[config.mk]
export PLATFORM = sky130hd
export DESIGN_NAME = srd_sort_cell
export DESIGN_NICKNAME = d
export VERILOG_FILES = /design/src/rtl/core/srd_pkg.sv /design/src/rtl/core/srd_sort_cell.sv
export SDC_FILE = /design/constraint.sdc
export NUM_CORES = 1
export LEC_CHECK = 0
export BUFFER_PORTS_ARGS = -buffer_cell sky130_fd_sc_hd__buf_2
export CORE_MARGIN = 8
export CORE_UTILIZATION = 43
export CTS_BUF_LIST = sky130_fd_sc_hd__clkbuf_16
export DETAILED_ROUTE_END_ITERATION = 10
export GPL_TIMING_DRIVEN = 0
export PLACE_DENSITY = 0.8
export SETUP_SLACK_MARGIN = 0.1
export SYNTH_ARGS = -nofsm -noshare
export SYNTH_HDL_FRONTEND = slang
export SYNTH_SLANG_ARGS = --single-unit
[constraint.sdc]
create_clock -name clock -period 3.13 [get_ports clock]
set_input_delay 0.1565 -clock clock [delete_from_list [all_inputs] [get_ports clock]]
set_output_delay 0.1565 -clock clock [all_outputs]
set_load 0.005 [all_outputs]
[src/rtl/core/srd_pkg.sv]
// srd_pkg: shared types, codes and constants of the sorted rank decoder
// depends on nothing; used by every module in rtl/core
package srd_pkg;

   localparam int HDR_BYTES     = 1024;
   localparam int NUM_SYM       = 256;
   localparam int DEF_MAX_BLOCK = 65536;
   localparam logic [7:0] BYTE_MASK = 8'hFF;

   localparam logic OP_LOAD  = 1'b0;
   localparam logic OP_DRAIN = 1'b1;

   localparam logic [1:0] STAT_BYTE = 2'd0;
   localparam logic [1:0] STAT_NONE = 2'd1;
   localparam logic [1:0] STAT_BAD  = 2'd2;

   typedef enum logic [2:0] {
      ST_IDLE,
      ST_FIN,
      ST_ASG_RD,
      ST_ASG_WR,
      ST_D_BKT,
      ST_D_MOVE
   } state_type;

   typedef enum logic {
      PH_LOAD,
      PH_DEC
   } phase_type;

   typedef struct packed {
      logic       opcode;
      logic [7:0] data_byte;
      logic       block_end;
   } req_word_type;

   typedef struct packed {
      logic [7:0] out_byte;
      logic       out_last;
      logic [1:0] status;
   } rsp_word_type;

   typedef struct packed {
      logic       clear;
      logic       ins;
      logic [7:0] lim;
      logic [7:0] pos;
      logic [7:0] value;
   } rank_ctl_type;

   typedef struct packed {
      logic       clear;
      logic       insert;
      logic       pop;
      logic [7:0] sym;
   } sort_ctl_type;

endpackage

[src/rtl/core/srd_sort_cell.sv]
// srd_sort_cell: one slot of the insertion sorter, count descending, ties to smaller symbol
// depends on srd_pkg
module srd_sort_cell
   import srd_pkg::*;
#(
   parameter int CNT_W = 17
) (
   input  logic             clock,
   input  logic             reset,
   input  sort_ctl_type     ctl,
   input  logic [CNT_W-1:0] new_cnt,
   input  logic             left_ahead,
   input  logic             left_valid,
   input  logic [CNT_W-1:0] left_cnt,
   input  logic [7:0]       left_sym,
   input  logic             right_valid,
   input  logic [CNT_W-1:0] right_cnt,
   input  logic [7:0]       right_sym,
   output logic             ahead,
   output logic             valid,
   output logic [CNT_W-1:0] cnt,
   output logic [7:0]       sym
);

   logic             valid_ff, valid_in;
   logic [CNT_W-1:0] cnt_ff, cnt_in;
   logic [7:0]       sym_ff, sym_in;

   // symbols arrive in increasing order, so an equal count stays behind
   assign ahead = !valid_ff || (new_cnt > cnt_ff);

   always_comb begin
      valid_in = valid_ff;
      cnt_in   = cnt_ff;
      sym_in   = sym_ff;
      if (ctl.clear) begin
         valid_in = 1'b0;
      end else if (ctl.pop) begin
         valid_in = right_valid;
         cnt_in   = right_cnt;
         sym_in   = right_sym;
      end else if (ctl.insert) begin
         if (left_ahead) begin
            valid_in = left_valid;
            cnt_in   = left_cnt;
            sym_in   = left_sym;
         end else if (ahead) begin
            valid_in = 1'b1;
            cnt_in   = new_cnt;
            sym_in   = ctl.sym;
         end
      end
   end

   always_ff @(posedge clock) begin
      if (reset) begin
         valid_ff <= 1'b0;
      end else begin
         valid_ff <= valid_in;
      end
      cnt_ff <= cnt_in;
      sym_ff <= sym_in;
   end

   assign valid = valid_ff;
   assign cnt   = cnt_ff;
   assign sym   = sym_ff;

endmodule

==> summary.txt <==
Clock tree
  • Root buf cell: clkbuf_16
  • CTS resizes: 0
  • Clock Path Buffers: 2
  • # Post-CTS Setup Buffers: 0
  • CTS tree: done
  • Clock transition at the registers of the reported paths: 60 ps
  • Num CTS Buffers: 3
  • CTS Sinks: 26
  • Worst-skew pair later-pin latency: 260 ps
  • CTS H-tree depth: 1
  • Post-CTS Hold Buffers: 0

Synth
  • Syn Nets: 281
  • Top_reg_cell synth: edfxtp_1
  • Register area share after synthesis: 0.426
  • Top cells by count, synth: 31 x nand2_1, 27 x o21ai_0, 25 x edfxtp_1, 25 x mux2i_1, 18 x inv_1
  • Ys async rst share: 0
  • Synth area leader: edfxtp_1
  • Synth unique cells: 27
  • Netlist Area Pre-Place: 1810 um2
  • Yosys reg bits: 26
  • Most common cell in the netlist: nand2_1
  • Synth Instances: 181
  • Synth Warn #: 0
  • Syn Area/Cell: 9.99 um2
  • Post-synth EDFFs: 25
  • Synth top area cells: edfxtp_1 42%, mux2i_1 14%, ha_1 12%, o21ai_0 7.5%, nand2_1 6.4%
  • Post-synth top area share: 0.415

Final layout
  • Nets: 394
  • Register area: 771 um2
  • Util after Layout: 0.621
  • Area occupied by multi-input gates: 931 um2
  • ANT cells: 0
  • Layout area overhead: 38.5%
  • FILL cells: 350
  • Fraction of layout cells with a size suffix above 1: 0.413

GRT
  • First-pass GRT wire length: 8200 um
  • GRT busiest layer: met2
  • Initial antenna violation count: 0
  • GR Layer Usage met2: 0.254
  • Largest net degree at the start of global routing: 16
  • Gr usage total: 0.157
  • Total grt overflow: 0
  • Global Route met1 Usage: 0.178
  • M3 GR Usage: 0.0806
  • Vias in the first global route: 1847

Outcome
  • Run status: finished clean

Timing
  • Setup_tns: 0 ps
  • Clock Skew: 7.01 ps
  • Rel. slew slack: 0.533
  • Fmax achieved: 398 MHz
  • Tmin final: 2510 ps
  • Max-slew violation count: 0
  • Count of final setup violators: 0
  • Final period utilization: 0.803
  • RSZ-0062 raised after global routing: no
  • Worst-margin pin slew: 697 ps
  • Final Hold Viols: 0

Floorplanning
  • Starting Density: 0.449
  • Row count: 23
  • Die X: 80.8 um
  • Core Footprint: 4030 um2
  • Die span in y: 80.8 um
  • Ports: 110
  • Die ar.: 6540 um2

Setup path
  • Crit path DAT: 2480 ps
  • RR Endpoint: cnt[2]
  • Buf/Inv on CP: 2
  • Setup crit end kind: flip-flop
  • Critical Path Max Stage Delay: 590 ps
  • CP startpoint kind: flip-flop
  • Origin of the critical flop-to-flop path: cnt[16]
  • Worst setup path class: flip-flop to flip-flop
  • Worst path required time: 3090 ps
  • Crit-path cells: inv_1, ha_1, nand4_2, nor4_4, a221oi_2, a21boi_2, buf_8
  • CP max stage cell: a21boi_2
  • R2R Setup Slk: 620 ps
  • Register-to-Register Path Depth: 7
  • Top cell family by delay on the critical path: compound AO/OA/AOI/OAI gates
  • CP Max Fanout: 15
  • Critical Path Stages: 7

Place
  • PortBufs: 107
  • Gpl congestion: 0.718
  • Post-DP HPWL: 4320 um

Routing
  • Routed Antenna Nets: 0
  • 1st-pass router iterations: 4
  • DRC: 0
  • Initial DRC Count: 54
  • WL final: 5140 um
  • Vias per inst: 4.92
  • DR WL/cell: 15.0 um
  • DR vias: 1687

Worst hold path
  • Hold-critical path depth: 2
  • Worst hold path startpoint: reset
  • Worst Hold Path EP: valid
  • Worst min-delay path class: primary input to flip-flop

Pwr
  • Peak VDD IR: 201 uV
  • Total leakage power: 1.28 nW
  • Total power: 0.000925 W
  • PD cells: 369 nW/um2

Job
  • Number of max-cap violations: 0
[cell type report]
class                      count  area share
timing repair buffer         108       0.220
sequential                    26       0.308
clock inverter                 1     0.00150
multi-input combinational    128       0.372
buffer                         9      0.0170
clock buffer                   3      0.0300
inverter                      18      0.0270
tap                           50      0.0250
[layer usage]
| layer | part of all wire | wire length (um) |
|---|---|---|
| met1 | 0.41 | 2120 |
| met4 | 0.0076 | 39 |
| met3 | 0.14 | 724 |
| met2 | 0.44 | 2250 |
| met5 | 0 | 0 |
[state kept, by name (all words and copies together) (netlist names)]
| register | flops |
|---|---|
| cnt | 17 |
| sym | 8 |
| valid | 1 |
[worst register-to-register path: stages (launching register included)]
cell and delay (ps):
edfxtp_1 350, inv_1 40, ha_1 320, nand4_2 170
nor4_4 370, a221oi_2 120, a21boi_2 590, buf_8 260
[worst max-delay path by stage]
| stage | start | end | slack (ps) |
|---|---|---|---|
| after floorplan | cnt[16] | cnt[0] | 230 |
| after global placement | cnt[16] | cnt[1] | -460 |
| after detailed placement | cnt[16] | sym[6] | 580 |
| after CTS | cnt[16] | cnt[2] | 560 |
| after global routing | cnt[16] | cnt[2] | 350 |
| final | cnt[16] | cnt[2] | 620 |
[report_power, final]
part	leakage (nW)	internal, W	switching, W
clock	0.0385	0.000171	0.000114
sequential	0.251	0.000413	0.00000904
combinational	0.995	0.000107	0.000111
total	1.28	0.000691	0.000234
[per-stage QoR]
step                hold slack [ps]  setup slack, ps  area (um2)  instances
detailed placement              323              583        2420        339
global placement                319             -460        2410        338
finish                         56.9              617        2500        343
floorplan                       233              232        1810        181
global route                   45.9              353        2500        343
CTS                            49.7              561        2500        343
[placed cells by master, fill, tap and decap left out, types with 2 or more instances in the layout]
master	n
nor2_1	4
buf_4	2
buf_2	108
o21ai_0	27
clkbuf_1	6
nand2_1	31
nand4_2	3
mux2i_1	25
inv_1	18
clkbuf_16	3
a21oi_1	7
ha_1	17
edfxtp_1	25
[cell families after synthesis]
group,Yosys count,synth area share
compound gates,41,0.129
fa+ha+maj,17,0.118
buf+inv,27,0.0609
flops,26,0.426
mux,25,0.138
simple gates,45,0.128
Note: power is estimated with default switching activity, not from simulation.
