## src/rtl/core/srd_pkg.sv

```systemverilog
// srd_pkg: shared types, codes and constants of the sorted rank decoder
// depends on nothing; used by every module in rtl/core
package srd_pkg;

   localparam int HDR_BYTES     = 1024;
   localparam int NUM_SYM       = 256;
   localparam int DEF_MAX_BLOCK = 65536;
   localparam logic [7:0] BYTE_MASK = 8'hFF;

   localparam logic OP_LOAD  = 1'b0;
   localparam logic OP_DRAIN = 1'b1;

   localparam logic [1:0] STAT_BYTE = 2'd0;
   localparam logic [1:0] STAT_NONE = 2'd1;
   localparam logic [1:0] STAT_BAD  = 2'd2;

   typedef enum logic [2:0] {
      ST_IDLE,
      ST_FIN,
      ST_ASG_RD,
      ST_ASG_WR,
      ST_D_BKT,
      ST_D_MOVE
   } state_type;

   typedef enum logic {
      PH_LOAD,
      PH_DEC
   } phase_type;

   typedef struct packed {
      logic       opcode;
      logic [7:0] data_byte;
      logic       block_end;
   } req_word_type;

   typedef struct packed {
      logic [7:0] out_byte;
      logic       out_last;
      logic [1:0] status;
   } rsp_word_type;

   typedef struct packed {
      logic       clear;
      logic       ins;
      logic [7:0] lim;
      logic [7:0] pos;
      logic [7:0] value;
   } rank_ctl_type;

   typedef struct packed {
      logic       clear;
      logic       insert;
      logic       pop;
      logic [7:0] sym;
   } sort_ctl_type;

endpackage

```

## src/rtl/core/srd_rank_cell.sv

```systemverilog
// srd_rank_cell: one entry of the rank list, shifts toward the front
// depends on srd_pkg
module srd_rank_cell
   import srd_pkg::*;
(
   input  logic         clock,
   input  rank_ctl_type ctl,
   input  logic [7:0]   cell_idx,
   input  logic [7:0]   right_sym,
   output logic [7:0]   sym
);

   logic [7:0] sym_ff;
   logic [7:0] sym_in;

   always_comb begin
      sym_in = sym_ff;
      if (ctl.clear) begin
         sym_in = 8'd0;
      end else if (cell_idx < ctl.lim) begin
         sym_in = right_sym;
      end else if (ctl.ins && (cell_idx == ctl.pos)) begin
         sym_in = ctl.value;
      end
   end

   always_ff @(posedge clock) begin
      sym_ff <= sym_in;
   end

   assign sym = sym_ff;

endmodule

```

## config.mk

```make
export PLATFORM = sky130hd
export DESIGN_NAME = srd_rank_cell
export DESIGN_NICKNAME = d
export VERILOG_FILES = /design/src/rtl/core/srd_pkg.sv /design/src/rtl/core/srd_rank_cell.sv
export SDC_FILE = /design/constraint.sdc
export NUM_CORES = 1
export LEC_CHECK = 0
export BUFFER_PORTS_ARGS = -buffer_cell sky130_fd_sc_hd__buf_2
export CAP_MARGIN = 20
export CORE_MARGIN = 2
export CORE_UTILIZATION = 35
export DETAILED_ROUTE_END_ITERATION = 12
export PLACE_DENSITY = 0.74
export SLEW_MARGIN = 20
export SYNTH_ARGS = -nofsm -noshare
export SYNTH_HDL_FRONTEND = slang
export SYNTH_SLANG_ARGS = --single-unit
```

## constraint.sdc

```tcl
create_clock -name clock -period 3.99 [get_ports clock]
set_input_delay 0.5985 -clock clock [delete_from_list [all_inputs] [get_ports clock]]
set_output_delay 0.5985 -clock clock [all_outputs]
set_load 0.05 [all_outputs]
```

==> impl_metrics.env, run 1 <==
export IMPL_clkTransAtPathRegs_ns=0.06
export IMPL_main_combinational_cell_family_by_area_after_synthesis="compound AO/OA/AOI/OAI gates"
export IMPL_timing_max_cap_violations=0
export IMPL_antenna_cells_inserted=0
export IMPL_endpoint_kind="flip-flop"
export IMPL_grt_start_max_net_pins=9
export IMPL_clock_skew_ns=0
export IMPL_final_common_cell="sky130_fd_sc_hd__buf_2"
export IMPL_dp_final_hpwl_um=1300
export IMPL_setup_slack_ns=2.04
export IMPL_synth_top_cells_by_area="sky130_fd_sc_hd__dfxtp_1 27%, sky130_fd_sc_hd__ha_1 15%, sky130_fd_sc_hd__mux2i_1 13%"
export IMPL_placed_cells_incl_taps=127
export IMPL_ys_types=18
export IMPL_timing_final_crit_share=0.489
export IMPL_grt_ovfl_total=0
export IMPL_static_power_due_to_leakage_uw=0.000457
export IMPL_yosys_area_share_xor_xnor=0.117
export IMPL_fillerInstances=140
export IMPL_ys_seq_area_frac=0.267
export IMPL_worst_pin_slew_ns=0.524
export IMPL_global_route_usage_met1=0.203
export IMPL_critical_path_startpoint_type="input port"
export IMPL_drc_errors=0
export IMPL_largest_register_ff_count=8
export IMPL_drt_antenna_violating_nets=0
export IMPL_grt_pass1_vias=633
export IMPL_instances_no_fill=130
export IMPL_slew_viol_final=0
export IMPL_tritoncts_num_buffers=3
export IMPL_place_ws_ns=1.77
export IMPL_io_buffers=50
export IMPL_report_final_setup_viol=0
export IMPL_grt_busiest_layer="met2"
export IMPL_groute_layer_met2_usage=0.304
export IMPL_yosys_area_top_type_share=0.267
export IMPL_final_critical_path_required_period_ns=1.95
export IMPL_max_clock_path_buffers=2
export IMPL_max_freq_ghz=0.512
export IMPL_slew_headroom=0.650
export IMPL_route_final_wire_length_um=1510
export IMPL_grtUsageTotal=0.170
export IMPL_htree_levels=1
export IMPL_fin_setup_tns_ns=0
export IMPL_worst_endpoint_arrival_ns=2.13
export IMPL_die_area_mm2=0.00206
export IMPL_cts_hold_buffers_added=0
export IMPL_avgViaCountPerCell=4.83
export IMPL_clk_root_buffer_cell="sky130_fd_sc_hd__clkbuf_4"
export IMPL_grt_first_pass_wirelength_um=2550
export IMPL_post_cts_setup_buffer_count=0
export IMPL_tritoncts="yes"
export IMPL_grt_antenna_before_repair=0
export IMPL_run_status="finished, final reports clean"
export IMPL_initial_utilization=0.384
export IMPL_syn_mean_instance_area_um2=9.67
export IMPL_clock_sink_count=8
export IMPL_cp_data_required_time_ns=4.17
export IMPL_dr_pass1_iters=4
export IMPL_rsz_0062_raised_after_global_routing="no"
export IMPL_postSynthRegisterBits=8
export IMPL_synth_simple_area_share=0.0960
export IMPL_die_width_um=45.4
export IMPL_weighted_congestion_reported_at_the_end_of_routability_driven_placement=0.718
export IMPL_hold_path_class="flip-flop to flip-flop"
export IMPL_synthToLayoutAreaGrowth_pct=48.2
export IMPL_post_layout_total_power_uw=251
export IMPL_boundaryPins=51
export IMPL_clk_insertion_delay_late_ns=0.25
export IMPL_final_hold_violation_count=0
export IMPL_yosysTopAreaCell="sky130_fd_sc_hd__dfxtp_1"
export IMPL_nNetsFinal=166
export IMPL_mostFrequentLayoutCells="50 x sky130_fd_sc_hd__buf_2, 8 x sky130_fd_sc_hd__xnor2_1, 8 x sky130_fd_sc_hd__mux2i_1, 8 x sky130_fd_sc_hd__o2bb2ai_1, 8 x sky130_fd_sc_hd__dfxtp_1"
export IMPL_detail_route_iter0_violations=2
export IMPL_dieHeight_um=45.4
export IMPL_syn_cell_area_um2=599
export IMPL_detailroute_via_count=628
export IMPL_rows=14
export IMPL_share_of_final_layout_standard_cells_stronger_than_drive_strength_1=0.474
export IMPL_syn_nets=112
export IMPL_worst_setup_path_type="input port to flip-flop"
export IMPL_muxShareOfSynthArea=0.134
export IMPL_ys_warnings_count=0
export IMPL_core_area_mm2=0.00156
export IMPL_complex_gate_fraction_of_the_synthesized_area=0.190
export IMPL_worstPathMaxFanout=8
export IMPL_worst_ir_drop_vdd_uv=147
export IMPL_avgRoutedWirePerCell_um=11.6
export IMPL_pwr_density_cell_mw_per_mm2=283
export IMPL_cts_resized=0
export IMPL_synthAdderAreaFrac=0.146
export IMPL_synth_cells=62
export IMPL_grt_met3_usage=0.0198
routing by layer:
layer / up-vias / share of wire
met3: 2 / 0.052
met1: 271 / 0.42
li1: 332 / -
met5: - / 0
met2: 23 / 0.52
met4: 0 / 0.0086
cell families (layout without fill, tap and decap cells):
family          after synthesis  after routing
xor+xnor                      8              8
simple gates                  9              9
mux                           8              8
buf+inv                       8             60
compound gates               14             14
fa+ha+maj                     7              7
flops                         8              8
power by group:
part,total [uW],switching (uW),leakage (uW),internal [uW]
sequential,90.7,3.34,0.0000662,87.4
clock,63.7,29.2,0.0000138,34.5
combinational,97.0,56.7,0.000377,40.4
layout make-up:
cell class                 instances  area [um^2]  share of cell area
clock buffer                       3         22.5              0.0254
inverter                           7         26.3              0.0296
multi-input combinational         46          409               0.461
sequential                         8          160               0.180
tap                               16         20.0              0.0225
timing repair buffer              50          250               0.282
worst max-delay path: stages:
cell,delay [ns]
sky130_fd_sc_hd__buf_2,0.07
sky130_fd_sc_hd__inv_1,0.03
sky130_fd_sc_hd__ha_1,0.30
sky130_fd_sc_hd__a211o_1,0.29
sky130_fd_sc_hd__a31oi_1,0.14
sky130_fd_sc_hd__o31ai_1,0.10
sky130_fd_sc_hd__nor2_1,0.42
sky130_fd_sc_hd__o2bb2ai_1,0.17
synth_stat cells:
cell type / number
sky130_fd_sc_hd__nand2b_1: 2
sky130_fd_sc_hd__a211o_1: 2
sky130_fd_sc_hd__nand3_1: 1
sky130_fd_sc_hd__nor2_1: 2
sky130_fd_sc_hd__ha_1: 7
sky130_fd_sc_hd__o21a_1: 1
sky130_fd_sc_hd__o31ai_1: 1
sky130_fd_sc_hd__xnor2_1: 8
sky130_fd_sc_hd__a21oi_1: 1
sky130_fd_sc_hd__dfxtp_1: 8
sky130_fd_sc_hd__nor3_4: 1
sky130_fd_sc_hd__inv_1: 7
sky130_fd_sc_hd__a31oi_1: 1
sky130_fd_sc_hd__o2bb2ai_1: 8
sky130_fd_sc_hd__clkbuf_1: 1
sky130_fd_sc_hd__nand2_1: 1
sky130_fd_sc_hd__nand4_1: 2
sky130_fd_sc_hd__mux2i_1: 8
worst paths after layout:
path | startpoint | to | slack (ns) | depth (start not counted)
worst min register to register | sym[5] | sym[5] | 0.53 | 2
worst max register to register | sym[2] | sym[2] | 3.33 | 2
worst min-delay path | sym[5] | sym[5] | 0.53 | 2
worst max-delay path | ctl[18] | sym[3] | 2.04 | 8
stage by stage:
| stage | area, um^2 | util | hold slack (ns) |
|---|---|---|---|
| 2_1_floorplan | 599 | - | 0.715 |
| 3_3_place_gp | 866 | 0.555 | 0.508 |
| 3_5_place_dp | 866 | 0.555 | 0.517 |
| 4_1_cts | 888 | 0.570 | 0.533 |
| 5_1_grt | 888 | 0.570 | 0.552 |
| 6_report | 888 | 0.570 | 0.526 |
(Power assumes the default switching activity.)
==> inputs of run 2 (changes only) <==
==> constraint.sdc (replaced) <==
create_clock -name clock -period 1.9 [get_ports clock]
set_input_delay 0.285 -clock clock [delete_from_list [all_inputs] [get_ports clock]]
set_output_delay 0.285 -clock clock [all_outputs]
set_load 0.05 [all_outputs]
==> run 2 against run 1 <==
Critical path type unchanged. Cell area rose by 0.85%. Via count decreased by 0.64%. Sequential cell count is the same. Largest power group unchanged. Hold slack got worse by 0.29 ns. Global-route usage is 0.23 points higher. Count of clock-buffer cells in the layout is the same. Wire length is 1.4% higher. Worst setup slack got worse by 1.6 ns.
==> impl_metrics.env, run 2 (synthesis gave the netlist of run 1 again) <==
export IMPL_run_status="finished, final reports clean"
export IMPL_worst_ir_drop_vdd_uv=462
export IMPL_grt_pass1_vias=634
export IMPL_post_dp_cell_area_um2=873
export IMPL_route_final_wire_length_um=1530
export IMPL_max_freq_ghz=0.688
export IMPL_utilization=0.575
export IMPL_r2r_start="sym[4]"
export IMPL_avgRoutedWirePerCell_um=11.7
export IMPL_timing_final_crit_share=0.765
export IMPL_final_common_cell="sky130_fd_sc_hd__buf_2"
export IMPL_delay_of_the_slowest_critical_path_stage_ns=0.29
export IMPL_rsz_0062_raised_after_global_routing="no"
export IMPL_report_final_setup_viol=0
export IMPL_largest_register_ff_count=8
export IMPL_worst_setup_path_type="input port to flip-flop"
export IMPL_nNetsFinal=167
export IMPL_grt_start_max_net_pins=9
export IMPL_drc_errors=0
export IMPL_htree_levels=1
export IMPL_share_of_final_layout_standard_cells_stronger_than_drive_strength_1=0.478
export IMPL_die_area_mm2=0.00206
export IMPL_pwr_density_cell_mw_per_mm2=588
export IMPL_tritoncts="yes"
export IMPL_holdPathStages=2
export IMPL_stdcell_area_um2=896
export IMPL_cp_data_required_time_ns=2.03
export IMPL_met3WireLength_um=84
export IMPL_reg2reg_depth=2
export IMPL_boundaryPins=51
export IMPL_met2WireLength_um=851
export IMPL_clock_sink_count=8
export IMPL_core_area_mm2=0.00156
export IMPL_hp_start="right_sym[5]"
export IMPL_clock_skew_ns=0
export IMPL_avgViaCountPerCell=4.76
export IMPL_cts_resized=0
export IMPL_hold_path_end="sym[5]"
export IMPL_crit_family="compound AO/OA/AOI/OAI gates"
export IMPL_synthToLayoutAreaGrowth_pct=49.5
export IMPL_io_buffers=50
export IMPL_static_power_due_to_leakage_uw=0.000462
export IMPL_endpoint_kind="flip-flop"
export IMPL_timing_critical_path_buf_inv=2
export IMPL_slew_headroom=0.654
export IMPL_met1_length_um=592
export IMPL_hold_path_class="input port to flip-flop"
export IMPL_detail_route_iter0_violations=4
export IMPL_max_clock_path_buffers=2
export IMPL_detailroute_via_count=624
export IMPL_worst_endpoint_arrival_ns=1.58
export IMPL_antenna_cells_inserted=0
export IMPL_post_cts_setup_buffer_count=0
export IMPL_grt_first_pass_wirelength_um=2480
export IMPL_slew_viol_final=0
export IMPL_worstReg2RegEnd="sym[4]"
export IMPL_critical_path_startpoint_type="input port"
export IMPL_timing_max_cap_violations=0
export IMPL_clk_insertion_delay_late_ns=0.25
export IMPL_die_width_um=45.4
export IMPL_dieHeight_um=45.4
export IMPL_clk_root_buffer_cell="sky130_fd_sc_hd__clkbuf_4"
export IMPL_grt_ovfl_total=0
export IMPL_tritoncts_num_buffers=3
export IMPL_worst_pin_slew_ns=0.517
export IMPL_cp_cell_sequence="buf_2 > inv_1 > ha_1 > a211o_1 > a31oi_1 > o31ai_1 > nand2b_1 > o2bb2ai_1"
export IMPL_dr_max_layer_used="met3"
export IMPL_dr_pass1_iters=2
export IMPL_cts_hold_buffers_added=0
export IMPL_grtUsageTotal=0.173
export IMPL_worst_path_max_delay_cell="sky130_fd_sc_hd__ha_1"
export IMPL_mostFrequentLayoutCells="50 x sky130_fd_sc_hd__buf_2, 8 x sky130_fd_sc_hd__xnor2_1, 8 x sky130_fd_sc_hd__mux2i_1, 8 x sky130_fd_sc_hd__o2bb2ai_1, 8 x sky130_fd_sc_hd__dfxtp_1"
export IMPL_final_critical_path_required_period_ns=1.45
export IMPL_grt_antenna_before_repair=0
export IMPL_dp_final_hpwl_um=1360
export IMPL_weighted_congestion_reported_at_the_end_of_routability_driven_placement=0.757
export IMPL_rows=14
export IMPL_fin_setup_tns_ns=0
export IMPL_clkTransAtPathRegs_ns=0.05
export IMPL_initial_utilization=0.384
export IMPL_final_hold_violation_count=0
export IMPL_timing_reg2reg_setup_slack_ns=1.24
export IMPL_worstPathMaxFanout=8
export IMPL_drt_antenna_violating_nets=0
run 2: where the power goes:
group | switching [uW] | internal, uW
Sequential | 6.96 | 184
Clock | 57.4 | 72.3
Combinational | 119 | 86.8
run 2: stage by stage:
stage / power (uW) / hold WS (ns) / setup slack, ns / instances
after global routing: 569 / 0.219 / 0.358 / 131
after detailed placement: 402 / 0.495 / 0.175 / 128
after global placement: 396 / 0.487 / 0.222 / 128
final: 526 / 0.233 / 0.447 / 131
after CTS: 533 / 0.227 / 0.445 / 131
after floorplan: 323 / 0.402 / 0.281 / 62
run 2: how the worst max path moves through the flow:
stage / from / endpoint / slack (ns) / cells past startpoint
4_1_cts: ctl[18] / sym[4] / 0.44 / 8
6_report: ctl[18] / sym[4] / 0.45 / 8
5_1_grt: cell_idx[0] / sym[4] / 0.36 / 6
2_1_floorplan: ctl[18] / sym[0] / 0.28 / 7
3_5_place_dp: ctl[18] / sym[4] / 0.17 / 8
3_3_place_gp: ctl[18] / sym[5] / 0.22 / 8
run 2: layout make-up:
type	instances	area (um^2)
Inverter	7	26.3
Fill cell	153	663
Multi-Input combinational cell	46	409
Clock buffer	3	22.5
Timing Repair Buffer	51	258
Tap cell	16	20.0
Sequential cell	8	160
run 2: layer usage:
layer / vias to the layer above / global-route usage
li1: 332 / -
met1: 272 / 0.186
met2: 20 / 0.321
met3: 0 / 0.0595
met4: 0 / 0.0353
met5: - / 0
